**src/design/bdf_pkg.sv**
```systemverilog
// Shared types and constants of the beat-tracking forward pass.
// Used by bdf_regs and beat_dp_forward_pass; depends on nothing else.

package bdf_pkg;

    localparam int PEN_W       = 32;
    localparam int LOC_W       = 24;
    localparam int CUM_W       = 48;
    localparam int SUM_W       = 49;
    localparam int ACC_W       = 50;
    localparam int FIDX_W      = 16;
    localparam int LINK_W      = 17;
    localparam int TABLE_DEPTH = 256;
    localparam int TAB_AW      = 8;
    localparam int CNT_W       = 9;

    localparam logic [7:0] MIN_GAP_RESET  = 8'd1;
    localparam logic [8:0] NUM_GAPS_RESET = 9'd2;

    localparam logic REG_MIN_GAP  = 1'b0;
    localparam logic REG_NUM_GAPS = 1'b1;

    localparam logic OP_LOAD  = 1'b0;
    localparam logic OP_SCORE = 1'b1;

    localparam logic signed [ACC_W-1:0] ACC_HI = {2'b00, 1'b0, {(CUM_W-1){1'b1}}};
    localparam logic signed [ACC_W-1:0] ACC_LO = {2'b11, 1'b1, {(CUM_W-1){1'b0}}};
    localparam logic [CUM_W-1:0] CUM_HI = {1'b0, {(CUM_W-1){1'b1}}};
    localparam logic [CUM_W-1:0] CUM_LO = {1'b1, {(CUM_W-1){1'b0}}};

    typedef struct packed {
        logic [7:0] min_gap;
        logic [8:0] num_gaps;
    } bdf_cfg_t;

endpackage

```
**src/design/bdf_regs.sv**
```systemverilog
// Configuration registers of the forward pass behind an APB-style port.
// Depends on bdf_pkg for the register codes and the configuration struct.

module bdf_regs (
    input  logic              clk,
    input  logic              rst_n,
    input  logic              psel,
    input  logic              penable,
    input  logic              pwrite,
    input  logic [2:0]        paddr,
    input  logic [31:0]       pwdata,
    output logic [31:0]       prdata,
    output logic              pready,
    output bdf_pkg::bdf_cfg_t cfg
);

    logic [7:0] min_gap_reg;
    logic [8:0] num_gaps_reg;
    logic       wr_en;

    assign pready = 1'b1;
    assign wr_en  = psel && penable && pwrite;

    always_ff @(posedge clk or negedge rst_n)
    begin
        if (!rst_n)
        begin
            min_gap_reg  <= bdf_pkg::MIN_GAP_RESET;
            num_gaps_reg <= bdf_pkg::NUM_GAPS_RESET;
        end
        else if (wr_en)
        begin
            case (paddr[2])
                bdf_pkg::REG_MIN_GAP:  min_gap_reg  <= pwdata[7:0];
                bdf_pkg::REG_NUM_GAPS: num_gaps_reg <= pwdata[8:0];
                default:               min_gap_reg  <= min_gap_reg;
            endcase
        end
    end

    always_comb
    begin
        case (paddr[2])
            bdf_pkg::REG_MIN_GAP:  prdata = {24'd0, min_gap_reg};
            bdf_pkg::REG_NUM_GAPS: prdata = {23'd0, num_gaps_reg};
            default:               prdata = '0;
        endcase
        prdata = prdata | {29'd0, paddr[1:0] & 2'b00, 1'b0};
    end

    assign cfg.min_gap  = min_gap_reg;
    assign cfg.num_gaps = num_gaps_reg;

endmodule

```
**config.mk**
```make
export PLATFORM = sky130hd
export DESIGN_NAME = bdf_regs
export DESIGN_NICKNAME = d
export VERILOG_FILES = /design/src/design/bdf_pkg.sv /design/src/design/bdf_regs.sv
export SDC_FILE = /design/constraint.sdc
export NUM_CORES = 1
export LEC_CHECK = 0
export ABC_AREA = 1
export BUFFER_PORTS_ARGS = -buffer_cell sky130_fd_sc_hd__buf_2
export CORE_AREA = 3 3 55 57
export DETAILED_ROUTE_END_ITERATION = 12
export DIE_AREA = 0 0 58 60
export PLACE_DENSITY_LB_ADDON = 0.3
export SLEW_MARGIN = 25
export SYNTH_ARGS = -nofsm -noshare
export SYNTH_HDL_FRONTEND = slang
export SYNTH_SLANG_ARGS = --single-unit
```
**constraint.sdc**
```tcl
create_clock -name clk -period 1.9 [get_ports clk]
set_clock_uncertainty 0.05 [all_clocks]
set_input_delay 0.38 -clock clk [delete_from_list [all_inputs] [get_ports clk]]
set_output_delay 0.38 -clock clk [all_outputs]
set_load 0.1 [all_outputs]
```
==> impl_metrics.prom, run 1 <==
# TYPE chip_impl_metric gauge
chip_impl_metric{name="drtAntennaViolNets",unit=""} 0
chip_impl_metric{name="cts_buffers",unit=""} 3
chip_impl_metric{name="overflow_left_after_global_routing",unit=""} 0
chip_impl_metric{name="finish.net_count",unit=""} 211
chip_impl_metric{name="synth.cell_area",unit="sq um"} 1010
chip_impl_metric{name="maxCapViolCount",unit=""} 0
chip_impl_metric{name="largest_fanout_of_any_net_on_the_critical_path",unit=""} 3
chip_impl_metric{name="regArea",unit="sq um"} 445
chip_impl_metric{name="detailedRoute.firstIterationViolations",unit=""} 22
chip_impl_info{name="synthTopCellsByArea",value="dfrtp_1 (37%), nand2_1 (22%), buf_4 (18%), nand3_1 (7.9%), dfstp_2 (5.2%)"} 1
chip_impl_metric{name="grt_max_degree",unit=""} 18
chip_impl_info{name="synth_area_leader",value="dfrtp_1"} 1
chip_impl_metric{name="clock_latency",unit="ps"} 290
chip_impl_metric{name="drt-pass1-iter-count",unit=""} 4
chip_impl_metric{name="final_number_of_max_transition_violations",unit=""} 0
chip_impl_metric{name="setup_viol",unit=""} 0
chip_impl_info{name="worst_hold_path_type",value="primary input to flop"} 1
chip_impl_metric{name="report.final.hold_viol_count",unit=""} 0
chip_impl_metric{name="fp.dieArea",unit="sq um"} 3480
chip_impl_metric{name="worstPathRequired",unit="ps"} 1470
chip_impl_metric{name="area.growth.synth_to_final",unit="%"} 31.4
chip_impl_info{name="global_route.peak_usage_layer",value="met2"} 1
chip_impl_metric{name="postSynthAreaPerCell",unit="sq um"} 7.80
chip_impl_metric{name="post_route_worst_hold_slack",unit="ps"} 261
chip_impl_metric{name="post_synth_inst_count",unit=""} 130
chip_impl_metric{name="synth_cell_types",unit=""} 15
chip_impl_info{name="final_common_cell",value="nand2_1"} 1
chip_impl_metric{name="cts-root-to-sink-buffers",unit=""} 2
chip_impl_metric{name="worst-path-buf-inv",unit=""} 1
chip_impl_metric{name="io-pin-count",unit=""} 90
chip_impl_metric{name="p_total",unit="mW"} 2.04
chip_impl_info{name="cts_tree",value="built"} 1
chip_impl_metric{name="worst_path_clk_slew",unit="ps"} 90
chip_impl_metric{name="largest_reg_flops",unit=""} 9
chip_impl_metric{name="grt_pass1_wl",unit="um"} 3530
chip_impl_metric{name="floorplan.die.width",unit="um"} 58
chip_impl_metric{name="hpwlAfterDp",unit="um"} 1790
chip_impl_metric{name="post_route_cells_drive_above_1_share",unit="%"} 43.5
chip_impl_info{name="rsz_0062_raised_after_global_routing",value="false"} 1
chip_impl_metric{name="drt_drc_violations_left",unit=""} 0
chip_impl_metric{name="grt_util_met3",unit="%"} 3.02
chip_impl_metric{name="placementRows",unit=""} 18
chip_impl_metric{name="antenna_violations_before_repair",unit=""} 0
chip_impl_metric{name="multiInputGateArea",unit="sq um"} 458
chip_impl_metric{name="vertical_extent_of_the_die",unit="um"} 60
chip_impl_info{name="outcome",value="finished, final reports clean"} 1
chip_impl_metric{name="cts.repair.resized",unit=""} 0
chip_impl_metric{name="drt-total-wl",unit="um"} 2350
chip_impl_info{name="clk_root_buffer_cell",value="clkbuf_4"} 1
chip_impl_metric{name="htreeDepth",unit=""} 1
chip_impl_metric{name="timing.final.crit_share",unit="%"} 89.1
chip_impl_metric{name="cts_num_sinks",unit=""} 17
chip_impl_info{name="critical_path.cell_chain",value="buf_2"} 1
chip_impl_metric{name="vdd_drop_max",unit="uV"} 818
chip_impl_info{name="cp-start-kind",value="flop"} 1
chip_impl_metric{name="ys_seq_area_share",unit="%"} 42.2
chip_impl_metric{name="num-fill-cells",unit=""} 252
chip_impl_metric{name="n_antenna_cell",unit=""} 0
chip_impl_metric{name="crit_path_max_incr_delay",unit="ps"} 550
chip_impl_metric{name="use_met2",unit="%"} 22.6
chip_impl_metric{name="cts.repair_timing.setup_buffer_count",unit=""} 0
chip_impl_metric{name="synth-seq-cells",unit=""} 17
chip_impl_metric{name="timing.critical_path.arrival",unit="ps"} 1260
chip_impl_metric{name="start_util",unit="%"} 40.2
chip_impl_metric{name="routabilityCongestion",unit=""} 0.679
chip_impl_metric{name="buffer_ports.inserted",unit=""} 40
chip_impl_metric{name="timing.fmax",unit="MHz"} 591
chip_impl_metric{name="final_period_minus_worst_setup_slack",unit="ps"} 1690
chip_impl_metric{name="core",unit="sq um"} 2520
chip_impl_metric{name="postLayoutCoreUtil",unit="%"} 52.8
chip_impl_metric{name="wl_per_cell",unit="um"} 11.7
chip_impl_metric{name="power_per_cell_area",unit="nW/um^2"} 1540
chip_impl_metric{name="yosysTopAreaCellShare",unit="%"} 37.0
chip_impl_metric{name="total_via_count_in_the_routed_design",unit=""} 918
chip_impl_metric{name="leakage",unit="nW"} 0.743
chip_impl_metric{name="via_count_of_the_first_global_routing_pass",unit=""} 806
chip_impl_info{name="critPathKind",value="flop to primary output"} 1
chip_impl_metric{name="synthesis.yosys.warnings",unit=""} 0
chip_impl_metric{name="grtUsageTotal",unit="%"} 13.5
chip_impl_info{name="end_kind",value="primary output"} 1
chip_impl_info{name="layout_common_cells",value="nand2_1 (51), buf_2 (31), conb_1 (24)"} 1
chip_impl_info{name="cp_top_family",value="flip-flops"} 1
chip_impl_info{name="critPathSlowestCell",value="dfstp_2"} 1
chip_impl_metric{name="grt_util_met1",unit="%"} 16.1
chip_impl_metric{name="avgViaCountPerCell",unit=""} 4.59
chip_impl_metric{name="holdBufCountCts",unit=""} 1
[per-stage QoR]
step	instances	TNS (ps)	area [sq um]	setup slack [ps]
after floorplan	152	-15.6	1130	-15.6
final	200	0	1330	207
after global routing	200	0	1330	161
after global placement	195	0	1290	297
after CTS	200	0	1330	198
after detailed placement	195	0	1290	284
[kinds of logic after synthesis]
family                 after synthesis  share of synthesized area (%)
buffers and inverters               31                           22.7
other                                2                          0.741
flip-flops                          17                           42.2
AND/OR/NAND/NOR                     80                           34.3
[area by class of cell]
| cell class | instances | area share, % |
|---|---|---|
| clock buffer | 4 | 1.97 |
| sequential | 17 | 33.5 |
| tap | 30 | 2.82 |
| inverter | 3 | 0.846 |
| multi-input combinational | 104 | 34.4 |
| timing repair buffer | 42 | 26.5 |
[power breakdown]
part           internal [mW]  switching, mW  leakage [nW]
Sequential             0.446         0.0528         0.192
Combinational          0.236           1.12         0.536
Clock                 0.0816          0.108        0.0150
Total                  0.763           1.28         0.743
[layer usage]
layer	wire, um	up-vias
li1	-	434
met1	919	423
met2	1130	56
met3	253	5
met4	47	0
met5	0	-
[cells in the mapped netlist]
library cell,count
conb_1,2
nand3_2,1
buf_6,3
nand2_1,59
dfstp_2,2
nand3_1,16
buf_2,1
nor2_4,1
inv_1,1
buf_4,24
nand4_2,1
nand2_2,1
inv_2,2
dfrtp_1,15
nand4_1,1
[worst paths after layout]
path | cells after the start | to | startpoint | slack, ps
setup / recovery | 1 | cfg[1] | num_gaps_reg[1]$_DFFE_PN1P_ | 210
hold / removal | 3 | num_gaps_reg[1]$_DFFE_PN1P_ | pwdata[1] | 260
setup reg to reg | 2 | min_gap_reg[0]$_DFFE_PN1P_ | min_gap_reg[0]$_DFFE_PN1P_ | 1120
hold reg to reg | 2 | num_gaps_reg[1]$_DFFE_PN1P_ | num_gaps_reg[1]$_DFFE_PN1P_ | 430
max in group asynchronous | 2 | num_gaps_reg[1]$_DFFE_PN1P_ | rst_n | 1000
min in group asynchronous | 2 | num_gaps_reg[0]$_DFFE_PN0P_ | rst_n | 490
Power figures use the tool's default switching activity.
==> inputs of run 2 (changes only) <==
clock period = 2 ns   (was 1.9 ns; I/O delays follow)
==> run 2 against run 1 <==
Via count down 2.8%. Clock power down 7%. Core utilization down 0.60 points. Critical path type unchanged. Flip-flop and latch count unchanged. Global-route usage up 0.41 points. Combinational power down 6%.
==> impl_metrics.prom, run 2 (same netlist as run 1, synthesis figures left out) <==
# TYPE chip_impl_metric gauge
chip_impl_metric{name="cts.repair_timing.setup_buffer_count",unit=""} 0
chip_impl_info{name="rsz_0062_raised_after_global_routing",value="false"} 1
chip_impl_metric{name="cts.repair.resized",unit=""} 0
chip_impl_metric{name="post_layout_cell_count",unit=""} 200
chip_impl_metric{name="post_route_cells_drive_above_1_share",unit="%"} 36.5
chip_impl_metric{name="grt_max_degree",unit=""} 20
chip_impl_metric{name="vdd_drop_max",unit="uV"} 1010
chip_impl_metric{name="timing.fmax",unit="MHz"} 583
chip_impl_metric{name="detailedRoute.firstIterationViolations",unit=""} 34
chip_impl_metric{name="hpwlAfterDp",unit="um"} 1710
chip_impl_metric{name="switching_share",unit="%"} 63.0
chip_impl_metric{name="core",unit="sq um"} 2520
chip_impl_metric{name="largest_reg_flops",unit=""} 9
chip_impl_metric{name="maxCapViolCount",unit=""} 0
chip_impl_metric{name="report.final.hold_viol_count",unit=""} 0
chip_impl_metric{name="cts-root-to-sink-buffers",unit=""} 2
chip_impl_metric{name="worstPathRequired",unit="ps"} 1550
chip_impl_metric{name="smallest_setup_slack_after_layout",unit="ps"} 285
chip_impl_metric{name="seq_power_share",unit="%"} 24.2
chip_impl_metric{name="final_number_of_max_transition_violations",unit=""} 0
chip_impl_metric{name="timing.final.crit_share",unit="%"} 85.7
chip_impl_metric{name="setup_viol",unit=""} 0
chip_impl_metric{name="placementRows",unit=""} 18
chip_impl_metric{name="grt_util_met1",unit="%"} 17.4
chip_impl_info{name="final_common_cell",value="nand2_1"} 1
chip_impl_metric{name="cts_num_sinks",unit=""} 17
chip_impl_info{name="critPathKind",value="flop to primary output"} 1
chip_impl_metric{name="fp.dieArea",unit="sq um"} 3480
chip_impl_metric{name="routabilityCongestion",unit=""} 0.653
chip_impl_info{name="cp_top_family",value="flip-flops"} 1
chip_impl_metric{name="power_switching",unit="mW"} 1.21
chip_impl_metric{name="final_period_minus_worst_setup_slack",unit="ps"} 1710
chip_impl_metric{name="use_met2",unit="%"} 23.7
chip_impl_metric{name="cell_internal_pwr",unit="mW"} 0.712
chip_impl_info{name="global_route.peak_usage_layer",value="met2"} 1
chip_impl_metric{name="worst_path_clk_slew",unit="ps"} 90
chip_impl_metric{name="clockPowerShare",unit="%"} 9.1
chip_impl_metric{name="via_count_of_the_first_global_routing_pass",unit=""} 786
chip_impl_metric{name="vertical_extent_of_the_die",unit="um"} 60
chip_impl_metric{name="grtUsageTotal",unit="%"} 13.9
chip_impl_metric{name="largest_fanout_of_any_net_on_the_critical_path",unit=""} 3
chip_impl_metric{name="p_comb_share",unit="%"} 66.7
chip_impl_info{name="cp-start-kind",value="flop"} 1
chip_impl_info{name="critical_path.cell_chain",value="buf_2"} 1
chip_impl_metric{name="overflow_left_after_global_routing",unit=""} 0
chip_impl_metric{name="clock_latency",unit="ps"} 290
chip_impl_info{name="end_kind",value="primary output"} 1
chip_impl_metric{name="io-pin-count",unit=""} 90
chip_impl_metric{name="htreeDepth",unit=""} 1
chip_impl_metric{name="power_per_cell_area",unit="nW/um^2"} 1460
chip_impl_metric{name="drtAntennaViolNets",unit=""} 0
chip_impl_metric{name="num-fill-cells",unit=""} 250
chip_impl_metric{name="leakage",unit="nW"} 0.762
chip_impl_metric{name="pre_cts_ws",unit="ps"} 414
chip_impl_metric{name="avgViaCountPerCell",unit=""} 4.46
chip_impl_info{name="outcome",value="finished, final reports clean"} 1
chip_impl_metric{name="finish.net_count",unit=""} 211
chip_impl_metric{name="crit_path_max_incr_delay",unit="ps"} 550
chip_impl_metric{name="dpl.cell_count",unit=""} 195
chip_impl_metric{name="post_route_worst_hold_slack",unit="ps"} 282
chip_impl_metric{name="grt_util_met3",unit="%"} 2.16
chip_impl_metric{name="holdBufCountCts",unit=""} 1
chip_impl_metric{name="wl_per_cell",unit="um"} 11.4
chip_impl_info{name="layout_common_cells",value="nand2_1 (51), buf_2 (31), conb_1 (24)"} 1
chip_impl_metric{name="grt_pass1_wl",unit="um"} 3680
chip_impl_metric{name="antenna_violations_before_repair",unit=""} 0
chip_impl_metric{name="area.growth.synth_to_final",unit="%"} 29.9
chip_impl_metric{name="timing.setup.tns",unit="ps"} 0
chip_impl_metric{name="timing.critical_path.arrival",unit="ps"} 1260
chip_impl_metric{name="total_via_count_in_the_routed_design",unit=""} 892
chip_impl_metric{name="worst-path-buf-inv",unit=""} 1
chip_impl_info{name="clk_root_buffer_cell",value="clkbuf_4"} 1
chip_impl_info{name="critPathSlowestCell",value="dfstp_2"} 1
chip_impl_info{name="cts_tree",value="built"} 1
chip_impl_metric{name="cts_buffers",unit=""} 3
chip_impl_metric{name="start_util",unit="%"} 40.2
chip_impl_metric{name="n_antenna_cell",unit=""} 0
chip_impl_metric{name="drt_drc_violations_left",unit=""} 0
chip_impl_metric{name="floorplan.die.width",unit="um"} 58
chip_impl_metric{name="drt-total-wl",unit="um"} 2280
chip_impl_info{name="worst_hold_path_type",value="primary input to flop"} 1
chip_impl_metric{name="drt-pass1-iter-count",unit=""} 4
chip_impl_metric{name="buffer_ports.inserted",unit=""} 40
-- run 2: cell types whose count changed in the layout (fill, tap and decap cells not counted) --
| cell | before | now |
|---|---|---|
| clkinv_2 | 0 | 1 |
| dfrtp_2 | 14 | 1 |
| dfrtp_1 | 1 | 14 |
| clkbuf_1 | 1 | 0 |
-- run 2: worst paths after layout --
path	start	end	slack (ps)	cells after the start
min in group asynchronous	rst_n	num_gaps_reg[8]$_DFFE_PN0P_	500	2
worst min register to register	num_gaps_reg[1]$_DFFE_PN1P_	num_gaps_reg[1]$_DFFE_PN1P_	430	2
max in group asynchronous	rst_n	min_gap_reg[0]$_DFFE_PN1P_	1090	2
worst min-delay path	pwdata[1]	num_gaps_reg[1]$_DFFE_PN1P_	280	3
worst max register to register	min_gap_reg[0]$_DFFE_PN1P_	min_gap_reg[0]$_DFFE_PN1P_	1220	2
worst max-delay path	num_gaps_reg[1]$_DFFE_PN1P_	cfg[1]	290	1
-- run 2: power by group through the flow --
stage / Combinational [mW] / Sequential (mW) / Clock, mW
after global routing: 1.33 / 0.475 / 0.202
after global placement: 1.28 / 0.467 / 0
final: 1.28 / 0.466 / 0.176
after floorplan: 0.587 / 0.943 / 0
after detailed placement: 1.29 / 0.470 / 0
after CTS: 1.29 / 0.466 / 0.188
-- run 2: cell type report --
type | count | area [sq um] | share of cell area (%)
multi-input combinational | 104 | 458 | 34.8
sequential | 17 | 429 | 32.6
timing repair buffer | 42 | 353 | 26.8
tap | 30 | 37.5 | 2.85
clock buffer | 3 | 22.5 | 1.71
inverter | 3 | 11.3 | 0.856
clock inverter | 1 | 5.00 | 0.380
-- run 2: stage by stage --
stage | utilization (%) | instance area (sq um) | total power, mW
3_3_place_gp | 50.7 | 1280 | 1.75
5_1_grt | 52.2 | 1320 | 2.00
3_5_place_dp | 50.7 | 1280 | 1.76
4_1_cts | 52.2 | 1320 | 1.95
2_1_floorplan | - | 1120 | 1.53
6_report | 52.2 | 1320 | 1.93
-- run 2: routing by layer --
| metal | up-vias | share of wire [%] | routed length [um] |
|---|---|---|---|
| met3 | 2 | 8.8 | 200 |
| met2 | 45 | 49 | 1130 |
| met5 | - | 0 | 0 |
| li1 | 436 | - | - |
| met4 | 0 | 0.48 | 11 |
| met1 | 409 | 41 | 943 |
